File: src/hdl/upli_pkg.sv
// Shared types, constants and the operand step table of the incidence block.
// Depends on nothing; imported by every module of the block but upli_ram.
`timescale 1ns / 1ps

package upli_pkg;

   // Operand store layout.
   localparam int NUM_SLOTS = 24;
   localparam int SLOT_W    = 5;
   localparam int VALUE_W   = 16;
   localparam int SLOT_X    = 0;
   localparam int SLOT_SX   = 3;
   localparam int SLOT_L    = 12;
   localparam int SLOT_SL   = 15;

   // Configuration and result widths.
   localparam int THR_W = 16;
   localparam logic [THR_W-1:0] THRESHOLD_RESET = 16'd983;
   localparam int DIST_W  = 33;
   localparam int VAR_W   = 51;
   localparam int SPLIT_W = 32;

   // Queue between the front and back parts.
   localparam int QUEUE_DEPTH = 2;

   // Sequencer: six operand loads, three dot terms, nine terms per quadratic form.
   localparam int NUM_STEPS = 27;
   localparam int STEP_W    = 5;
   localparam logic [STEP_W-1:0] LAST_STEP = STEP_W'(NUM_STEPS - 1);

   typedef enum logic [2:0] {
      OPND_X0,
      OPND_X1,
      OPND_X2,
      OPND_L0,
      OPND_L1,
      OPND_L2,
      OPND_ONE
   } opnd_type;

   typedef enum logic [1:0] {
      ACC_NONE,
      ACC_DOT,
      ACC_QL,
      ACC_QX
   } acc_type;

   // One sequencer step: read address, two factor selects and the target sum.
   // A step with ACC_NONE loads the read word into the register named by b_sel.
   typedef struct packed {
      logic [SLOT_W-1:0] addr;
      opnd_type          b_sel;
      opnd_type          c_sel;
      acc_type           acc;
   } step_type;

   // One queued item as classified by the front part.
   typedef struct packed {
      logic               we;
      logic               last;
      logic [SLOT_W-1:0]  slot;
      logic [VALUE_W-1:0] value;
   } q_item_type;

   function automatic step_type mk_step(input int addr, input opnd_type b,
                                        input opnd_type c, input acc_type acc);
      step_type s;
      s.addr  = SLOT_W'(addr);
      s.b_sel = b;
      s.c_sel = c;
      s.acc   = acc;
      return s;
   endfunction

   // Step table. A quadratic-form term v[i] * S[i][j] * v[j] reads S[i][j]
   // and multiplies by v[j], then by v[i].
   function automatic step_type step_info(input logic [STEP_W-1:0] k);
      step_type s;
      case (k)
         5'd0:  s = mk_step(SLOT_X + 0, OPND_X0, OPND_ONE, ACC_NONE);
         5'd1:  s = mk_step(SLOT_X + 1, OPND_X1, OPND_ONE, ACC_NONE);
         5'd2:  s = mk_step(SLOT_X + 2, OPND_X2, OPND_ONE, ACC_NONE);
         5'd3:  s = mk_step(SLOT_L + 0, OPND_L0, OPND_ONE, ACC_NONE);
         5'd4:  s = mk_step(SLOT_L + 1, OPND_L1, OPND_ONE, ACC_NONE);
         5'd5:  s = mk_step(SLOT_L + 2, OPND_L2, OPND_ONE, ACC_NONE);
         5'd6:  s = mk_step(SLOT_X + 0, OPND_L0, OPND_ONE, ACC_DOT);
         5'd7:  s = mk_step(SLOT_X + 1, OPND_L1, OPND_ONE, ACC_DOT);
         5'd8:  s = mk_step(SLOT_X + 2, OPND_L2, OPND_ONE, ACC_DOT);
         5'd9:  s = mk_step(SLOT_SX + 0, OPND_L0, OPND_L0, ACC_QL);
         5'd10: s = mk_step(SLOT_SX + 1, OPND_L1, OPND_L0, ACC_QL);
         5'd11: s = mk_step(SLOT_SX + 2, OPND_L2, OPND_L0, ACC_QL);
         5'd12: s = mk_step(SLOT_SX + 3, OPND_L0, OPND_L1, ACC_QL);
         5'd13: s = mk_step(SLOT_SX + 4, OPND_L1, OPND_L1, ACC_QL);
         5'd14: s = mk_step(SLOT_SX + 5, OPND_L2, OPND_L1, ACC_QL);
         5'd15: s = mk_step(SLOT_SX + 6, OPND_L0, OPND_L2, ACC_QL);
         5'd16: s = mk_step(SLOT_SX + 7, OPND_L1, OPND_L2, ACC_QL);
         5'd17: s = mk_step(SLOT_SX + 8, OPND_L2, OPND_L2, ACC_QL);
         5'd18: s = mk_step(SLOT_SL + 0, OPND_X0, OPND_X0, ACC_QX);
         5'd19: s = mk_step(SLOT_SL + 1, OPND_X1, OPND_X0, ACC_QX);
         5'd20: s = mk_step(SLOT_SL + 2, OPND_X2, OPND_X0, ACC_QX);
         5'd21: s = mk_step(SLOT_SL + 3, OPND_X0, OPND_X1, ACC_QX);
         5'd22: s = mk_step(SLOT_SL + 4, OPND_X1, OPND_X1, ACC_QX);
         5'd23: s = mk_step(SLOT_SL + 5, OPND_X2, OPND_X1, ACC_QX);
         5'd24: s = mk_step(SLOT_SL + 6, OPND_X0, OPND_X2, ACC_QX);
         5'd25: s = mk_step(SLOT_SL + 7, OPND_X1, OPND_X2, ACC_QX);
         5'd26: s = mk_step(SLOT_SL + 8, OPND_X2, OPND_X2, ACC_QX);
         default: s = mk_step(SLOT_X, OPND_X0, OPND_ONE, ACC_NONE);
      endcase
      return s;
   endfunction

endpackage

File: src/hdl/upli_front.sv
// Front part: accepts input items, classifies them and queues the useful ones.
// Depends on upli_pkg.
`timescale 1ns / 1ps

module upli_front (
   input  logic                       clock,
   input  logic                       reset,
   input  logic                       req_valid,
   output logic                       req_stall,
   input  logic [upli_pkg::SLOT_W-1:0]  req_slot,
   input  logic [upli_pkg::VALUE_W-1:0] req_value,
   input  logic                       req_last,
   output logic                       q_valid,
   output upli_pkg::q_item_type       q_item,
   input  logic                       q_pop
);

   import upli_pkg::*;

   localparam int PTR_W = (QUEUE_DEPTH > 1) ? $clog2(QUEUE_DEPTH) : 1;
   localparam int CNT_W = $clog2(QUEUE_DEPTH + 1);

   q_item_type       entry_ff [QUEUE_DEPTH];
   logic [PTR_W-1:0] wr_ptr_ff, wr_ptr_in;
   logic [PTR_W-1:0] rd_ptr_ff, rd_ptr_in;
   logic [CNT_W-1:0] count_ff, count_in;
   q_item_type       item;
   logic             accept;
   logic             push;
   logic             full;

   // Classify: an in-range slot is a store, a set last flag starts a computation.
   // Items that do neither are dropped here.
   always_comb begin
      item.we    = (req_slot < SLOT_W'(NUM_SLOTS));
      item.last  = req_last;
      item.slot  = req_slot;
      item.value = req_value;
   end

   assign full      = (count_ff == CNT_W'(QUEUE_DEPTH));
   assign req_stall = full;
   assign accept    = req_valid && !req_stall;
   assign push      = accept && (item.we || item.last);
   assign q_valid   = (count_ff != '0);
   assign q_item    = entry_ff[rd_ptr_ff];

   // Pointer and fill count update.
   always_comb begin
      wr_ptr_in = wr_ptr_ff;
      rd_ptr_in = rd_ptr_ff;
      count_in  = count_ff;
      if (push) begin
         wr_ptr_in = (wr_ptr_ff == PTR_W'(QUEUE_DEPTH - 1)) ? '0 : wr_ptr_ff + 1'b1;
      end
      if (q_pop) begin
         rd_ptr_in = (rd_ptr_ff == PTR_W'(QUEUE_DEPTH - 1)) ? '0 : rd_ptr_ff + 1'b1;
      end
      if (push && !q_pop) begin
         count_in = count_ff + 1'b1;
      end else if (q_pop && !push) begin
         count_in = count_ff - 1'b1;
      end
   end

   always_ff @(posedge clock) begin
      if (reset) begin
         wr_ptr_ff <= '0;
         rd_ptr_ff <= '0;
         count_ff  <= '0;
      end else begin
         wr_ptr_ff <= wr_ptr_in;
         rd_ptr_ff <= rd_ptr_in;
         count_ff  <= count_in;
      end
   end

   // Queue storage.
   always_ff @(posedge clock) begin
      if (push) begin
         entry_ff[wr_ptr_ff] <= item;
      end
   end

endmodule

File: config.mk
export PLATFORM = sky130hd
export DESIGN_NAME = upli_front
export DESIGN_NICKNAME = d
export VERILOG_FILES = /design/src/hdl/upli_pkg.sv /design/src/hdl/upli_front.sv
export SDC_FILE = /design/constraint.sdc
export NUM_CORES = 1
export LEC_CHECK = 0
export ABC_CLOCK_PERIOD_IN_PS = 4200
export BUFFER_PORTS_ARGS = -buffer_cell sky130_fd_sc_hd__buf_4
export CORE_MARGIN = 2
export CORE_UTILIZATION = 50
export DETAILED_ROUTE_END_ITERATION = 6
export PLACE_DENSITY_LB_ADDON = 0.3
export SLEW_MARGIN = 20
export SYNTH_ARGS = -nofsm -noshare
export SYNTH_HDL_FRONTEND = slang
export SYNTH_SLANG_ARGS = --single-unit
export TNS_END_PERCENT = 20
File: constraint.sdc
create_clock -name clock -period 4.2 [get_ports clock]
set_clock_uncertainty 0.1 [all_clocks]
set_input_delay 1.26 -clock clock [delete_from_list [all_inputs] [get_ports clock]]
set_output_delay 1.26 -clock clock [all_outputs]
set_load 0.02 [all_outputs]
======== After elaboration in Yosys (flattened, before gate mapping) ========
Memory sizes are Yosys's and may differ from the RTL's. A register that Yosys moved wholly into a read port is not among the register bits.
Cells that the tools add are included.
W data, S select, Z words.
word-level totals
  RAM bits ................................ 46
  memories kept ........................... 1
  logic and storage cells ................. 28
  flip-flop bits (word level) ............. 4
  input port bits ......................... 26
memory list
  name      depth  bits a word  read ports  clocked after memory_dff  wr ports  RTL line          RTL
  entry_ff  2      23           1           1                         1         upli_front.sv:23  q_item_type entry_ff [QUEUE_DEPTH];
operators by class
  eq/ne operators ......................... 1
  reduce and logical (&&, ||, !) cells .... 10
  order comparisons ....................... 1
  add/subtract/negate cells ............... 4
  mux-type cells .......................... 8
operators by type and width
  kind                   count
  $mux W1                6
  $lt A5 B5 Y1 const B   1
  $logic_and A1 B1 Y1    4
  $mux W2                2
  $reduce_bool A2 Y1     2
  $logic_not A1 Y1       3
  $add A1 B1 Y1 const B  2
  $add A2 B1 Y2 const B  1
  $eq A2 B2 Y1 const B   1
  $sub A2 B1 Y2 const B  1
  $logic_or A1 B1 Y1     1

======== Longest topological paths before layout ========
Gate-level depths: netlist of run 1.
  depth in word-level cells ............... 8
  gate-level depth with buffers ........... 7

======== Least setup slack after synthesis of run 1 ========
No wires, ideal clock.
  path type ............................... input port to flip-flop
  start point ............................. input req_slot[4] in the netlist's numbering
  end point ............................... memory entry_ff[0][0] in the netlist's numbering (enable)
  stages .................................. 3
  library setup time ...................... 0.403 ns
  arrival time ............................ 2.474 ns
  setup slack ............................. 1.223 ns
  cell sequence ........................... nand2_1 -> o221ai_2 -> nor2_1
on the way
  word-level cells in the longest chain between the ends .. 5
ends and longest elaborated chain
  item                           RTL line          RTL
  start: declaration             upli_front.sv:10  input logic [upli_pkg::SLOT_W-1:0] req_slot,
  $lt A5 B5 Y1                   upli_front.sv:35  item.we = (req_slot < SLOT_W'(NUM_SLOTS));
  $logic_or A1 B1 Y1             upli_front.sv:44  assign push = accept && (item.we || item.last);
  $logic_and A1 B1 Y1            upli_front.sv:44
  $mux W1                        upli_front.sv:80  if (push) begin
  $mux W1 (implied by the code)  upli_front.sv:81  entry_ff[wr_ptr_ff] <= item;
  end: declaration               upli_front.sv:23
No other way between the ends.

==> impl_results.md, run 1 <==
* Non-Filler Instances at 206
* Leakage at 0.945 nW
* Final GP Congestion at 0.705
* Final routed DRC violation total at 0
* Post-synth top area share at 73.2%
* CP required at 2840 ps
* Peak VDD IR at 0.294 mV
* Synth area leaders: edfxtp_1 73%, mux2_2 14%, dfxtp_1 5.3%
* Largest net degree at the start of global routing at 17
* CTS Root Cell: clkbuf_8
* Setup TNS at 0 ps
* Startpoint type of the worst setup path: register
* H-tree level count at 2
* Die area at 4280 um^2
* Initial antenna violation count at 0
* Fillers at 250
* Max Cap Viol at 0
* Vias post-DR at 1014
* # clock sinks at 51
* Yosys cell types at 15
* Yosys top cell by area: edfxtp_1
* Clock-pin slew of the registers on the worst-case setup and hold paths at 80 ps
* Final worst path period share at 73.5%
* GR Overflow Total at 0
* Register area share after synthesis at 78.5%
* Max Slew Vio Count at 0
* Final setup fails at 0
* Pwr per Cell Area at 506 nW/um^2
* TritonCTS Buffers at 5
* Fin. Hold Viols at 0
* Number of global-route vias before repair at 1013
* Post-synth EDFFs at 46
* Predominant post-synthesis flop cell: edfxtp_1
* DP Cell Count at 198
* Detailed-router iteration count before antenna repair at 4
* CP endpoint kind: primary output
* Design Power at 1.25 mW
* Die extent in y at 65.4 um
* Global-route wire length before repair at 4.59 mm
* Least-Margin Pin Slew at 541 ps
* Status: finished, final reports clean
* Clock Latency Late Sink at 290 ps
* Type of the worst setup path: reg -> out
* RR Startpoint: count_ff[1]$_SDFFE_PP0P_
* I/O Buffers at 50
* Hold_buf cts at 0
* Avg Cell Area, Syn at 19.1 um^2
* Synthesis-to-layout area growth at 31.2%
* TritonCTS clock tree: built
* Post-CTS sizing at 0
* All-Layer GR Usage at 14.9%
* FFs w/ async S/R, synth at 0%
* HPWL Detailed at 2.17 mm
* Layout cells sized above 1 at 56.3%
* Yosys reg bits at 51
* CTS max path bufs at 2
* Antenna Nets Post-Route at 0
* Hold Path Class: reg -> reg
* Mapped Cells at 99
* Initial Utilization at 51.9%
* Syn Nets at 126
* Via-to-Cell Ratio at 4.92
* FMAX at 324 MHz
* Min Tclk post-route at 3090 ps
* Worst EP arrival at 1730 ps
* Area of the mapped netlist at 1890 um^2
* Crit Path Max Fanout at 14
* Die span in x at 65.4 um
* Core box area at 3630 um^2
* Setup bufs post-CTS at 0
* Ant. Diodes at 0
* RSZ-0062 raised after global routing: no
* IO Pins at 51
* Initial detailed-routing violation count at 36
* Final #Nets at 184
* Row count at 22
* Detailed Route WL at 2.96 mm
* Drt wl/cell at 14.4 um
* YS warnings at 0
* Hold Path Origin: count_ff[1]$_SDFFE_PP0P_
* Max-slew headroom at 63.9%
## cell usage in the layout, fill, tap and decap left out
cell,netlist,routed
buf_4,0,53
edfxtp_1,46,46
mux2_2,24,24
nor2_1,8,6
dfxtp_1,5,5
clkbuf_8,0,5
inv_1,4,4
nor2_2,0,2
xor2_1,2,2
bufinv_16,0,2
nand2_1,1,1
o221ai_2,1,1
or2_2,1,1
xnor2_1,1,1
o21ai_0,1,1
or3_1,1,1
a21oi_1,1,1
ha_1,1,1
clkinvlp_4,0,1
## critical path, cell delays in order (launching register included)
cell     delay, ps
dfxtp_1        580
buf_4          310
mux2_2         370
buf_4          160
## where the power goes
part,switching [mW],internal (mW),total (mW)
combinational,0.124,0.111,0.235
sequential,0.0208,0.612,0.633
clock,0.147,0.237,0.384
total,0.292,0.961,1.25
## state kept, by name, indices dropped and copies added, names as in the netlist, named ones only
name and cells:
count_ff 2, rd_ptr_ff 1, wr_ptr_ff 1, entry_ff 46
## per-stage QoR
| stage | hold WS (ps) | setup slack, ps | area (um^2) | util, % |
|---|---|---|---|---|
| floorplan | 360 | 1220 | 1890 | - |
| global route | 441 | 1010 | 2480 | 68.1 |
| global placement | 381 | 1380 | 2340 | 64.4 |
| finish | 415 | 1110 | 2480 | 68.1 |
| detailed placement | 398 | 1310 | 2340 | 64.4 |
| CTS | 410 | 1080 | 2480 | 68.1 |
## area by class of cell
cell class	instances	area (um^2)	area share [%]
Clock buffer	5	68.8	2.78
Clock inverter	3	67.6	2.73
Inverter	4	15.0	0.606
Multi-Input combinational cell	42	385	15.6
Sequential cell	51	1480	59.8
Tap cell	48	60.1	2.43
Timing Repair Buffer	53	398	16.1
## kinds of logic (layout without fill, tap and decap cells)
group / count (synthesis) / count (layout) / synth area share [%]
mux: 24 / 24 / 14.3
compound gates: 3 / 3 / 1.33
xor+xnor: 3 / 3 / 1.39
fa+ha+maj: 1 / 1 / 0.663
flops: 51 / 51 / 78.5
simple gates: 11 / 11 / 2.45
buf+inv: 6 / 65 / 1.33
## synthesized netlist by cell type, types with 2 or more instances
cell type,n
inv_1,4
buf_2,2
mux2_2,24
edfxtp_1,46
dfxtp_1,5
xor2_1,2
nor2_1,8
## final timing paths
kind / slack, ps / depth (start not counted) / end
max: 1110 / 3 / q_item[19]
min: 410 / 2 / count_ff[1]$_SDFFE_PP0P_
max reg2reg: 2380 / 6 / count_ff[1]$_SDFFE_PP0P_
min reg2reg: 410 / 2 / count_ff[1]$_SDFFE_PP0P_
## layer usage
layer / wire, um / global-route usage [%] / vias to the layer above
li1: - / - / 487
met1: 1120 / 15.6 / 489
met2: 1630 / 27.0 / 32
met3: 152 / 4.62 / 6
met4: 57 / 6.77 / 0
met5: 0 / 0 / -
No activity file was read; power rests on OpenSTA's default activity.
==> run 2: changes to the inputs <==
--- a/config.mk
+++ b/config.mk
@@ -5,10 +5,10 @@
 export SDC_FILE = /design/constraint.sdc
 export NUM_CORES = 1
 export LEC_CHECK = 0
-export ABC_CLOCK_PERIOD_IN_PS = 4200
+export ABC_CLOCK_PERIOD_IN_PS = 2600
 export BUFFER_PORTS_ARGS = -buffer_cell sky130_fd_sc_hd__buf_4
 export CORE_MARGIN = 2
-export CORE_UTILIZATION = 50
+export CORE_UTILIZATION = 46
 export DETAILED_ROUTE_END_ITERATION = 6
 export PLACE_DENSITY_LB_ADDON = 0.3
 export SLEW_MARGIN = 20
==> constraint.sdc (replaced) <==
create_clock -name clock -period 2.6 [get_ports clock]
set_clock_uncertainty 0.1 [all_clocks]
set_input_delay 0.78 -clock clock [delete_from_list [all_inputs] [get_ports clock]]
set_output_delay 0.78 -clock clock [all_outputs]
set_load 0.02 [all_outputs]
==> run 2 against run 1 <==
Compared with the run above:
- global-route usage fell by 0.20 points
- clock power is 14% higher
- clock-buffer cell count unchanged
- die area rose by 8.2%
- sequential cell count unchanged
- critical path depth unchanged
- worst setup slack worse by 860 ps
- first-iteration DRC count down 19%
- non-clock buffer count up 2
- largest cell class unchanged
- combinational power rose by 69%
==> impl_results.md, run 2 (synthesized netlist as in run 1, its figures left out) <==
* Status: finished, final reports clean
* GR Overflow Total at 0
* Most frequent cells in the layout: 55 x buf_4, 46 x edfxtp_1, 24 x mux2_2
* Via-to-Cell Ratio at 4.77
* Core box area at 3970 um^2
* Detailed Route WL at 3.13 mm
* Ant. Diodes at 0
* Row count at 23
* Least-Margin Pin Slew at 300 ps
* Antenna Nets Post-Route at 0
* CTS Root Cell: clkbuf_8
* Sequential cell fraction of total power at 54.9%
* Number of global-route vias before repair at 1043
* Vias post-DR at 1002
* TritonCTS clock tree: built
* RSZ-0062 raised after global routing: no
* Post-CTS sizing at 0
* Final core occ at 61.6%
* CP endpoint kind: primary output
* Clock group share of total power at 23.7%
* Final routed DRC violation total at 0
* Largest registers: entry_ff: 46 flops, count_ff: 2 flops
* Fillers at 318
* Peak VDD IR at 0.433 mV
* Max Cap Viol at 0
* Final GP Congestion at 0.759
* All-Layer GR Usage at 14.7%
* IO Pins at 51
* R2r endpoint: count_ff[1]$_SDFFE_PP0P_
* Worst setup margin at 253 ps
* Startpoint type of the worst setup path: register
* Layout cells sized above 1 at 56.9%
* Detailed-router iteration count before antenna repair at 4
* Worst Setup EP: q_item[11]
* Max-slew headroom at 80.0%
* Final #Nets at 186
* TritonCTS Buffers at 5
* Global-route wire length before repair at 4.77 mm
* FMAX at 426 MHz
* # clock sinks at 51
* Die span in x at 68.0 um
* R2R cell count at 6
* Max Slew Vio Count at 0
* Clock Latency Late Sink at 290 ps
* Initial detailed-routing violation count at 29
* Net Switching at 0.489 mW
* CTS max path bufs at 2
* Synthesis-to-layout area growth at 29.6%
* Fin. Hold Viols at 0
* Leakage at 0.932 nW
* Initial antenna violation count at 0
* Pwr per Cell Area at 756 nW/um^2
* Max reg flops at 46
* Min Tclk post-route at 2350 ps
* R2R Setup Slk at 750 ps
* Type of the worst setup path: reg -> out
* RR Startpoint: count_ff[1]$_SDFFE_PP0P_
* Place WS at 294 ps
* Sw Share at 26.4%
* Setup bufs post-CTS at 0
* Design Power at 1.85 mW
* Final worst path period share at 90.3%
* Internal power at 1.36 mW
* Clock-pin slew of the registers on the worst-case setup and hold paths at 80 ps
* Comb power frac at 21.4%
* Largest register by flop count: entry_ff
* Crit Path Max Fanout at 23
* Most common cell after layout, fill and taps aside: buf_4
* H-tree level count at 2
* Drt wl/cell at 14.9 um
* Largest net degree at the start of global routing at 24
* Die area at 4630 um^2
* Hold_buf cts at 0
* Initial Utilization at 47.5%
* Final setup fails at 0
* CP required at 1720 ps
* Die extent in y at 68.0 um
* HPWL Detailed at 2.26 mm
* Hold Path Class: reg -> reg
* WHS at 422 ps
* I/O Buffers at 50
* Worst EP arrival at 1470 ps
* Setup TNS at 0 ps
-- run 2: per-layer routing --
metal	track usage (%)	part of all wire, %	vias up
met4	5.25	0.99	0
li1	-	-	489
met1	16.7	40	480
met5	0	0	-
met2	25.0	54	28
met3	5.76	5.6	5
-- run 2: power groups by stage --
stage | Combinational, mW | Clock [mW] | Sequential [mW]
2_1_floorplan | 0.226 | 0 | 1.03
3_3_place_gp | 0.389 | 0 | 1.03
3_5_place_dp | 0.400 | 0 | 1.04
4_1_cts | 0.402 | 0.454 | 1.02
5_1_grt | 0.425 | 0.488 | 1.02
6_report | 0.396 | 0.439 | 1.02
-- run 2: worst min path at each step --
stage / start / to / slack, ps / cells past startpoint
2_1_floorplan: count_ff[1]$_SDFFE_PP0P_ / count_ff[1]$_SDFFE_PP0P_ / 360 / 2
3_3_place_gp: count_ff[1]$_SDFFE_PP0P_ / count_ff[1]$_SDFFE_PP0P_ / 370 / 2
3_5_place_dp: count_ff[1]$_SDFFE_PP0P_ / count_ff[1]$_SDFFE_PP0P_ / 400 / 2
4_1_cts: count_ff[1]$_SDFFE_PP0P_ / count_ff[1]$_SDFFE_PP0P_ / 420 / 2
5_1_grt: count_ff[1]$_SDFFE_PP0P_ / count_ff[1]$_SDFFE_PP0P_ / 450 / 2
6_report: count_ff[1]$_SDFFE_PP0P_ / count_ff[1]$_SDFFE_PP0P_ / 420 / 2
-- run 2: area by class of cell --
cell class	instances	area, um^2	share of cell area (%)
multi-input cells	42	385	15.8
repair buffers	55	413	16.9
flip-flops and latches	51	1480	60.6
well taps	50	62.6	2.56
clock inverters	3	20.0	0.818
inverters	4	15.0	0.614
clock buffers	5	68.8	2.81
-- run 2: critical path, stage by stage, from the launching register on --
cell and delay (ps):
dfxtp_1 320, buf_4 290, mux2_2 390, buf_4 160
-- run 2: per-stage QoR --
step,instances,cell area [um^2]
global route,210,2450
detailed placement,202,2360
floorplan,99,1890
global placement,202,2360
CTS,210,2450
finish,210,2450
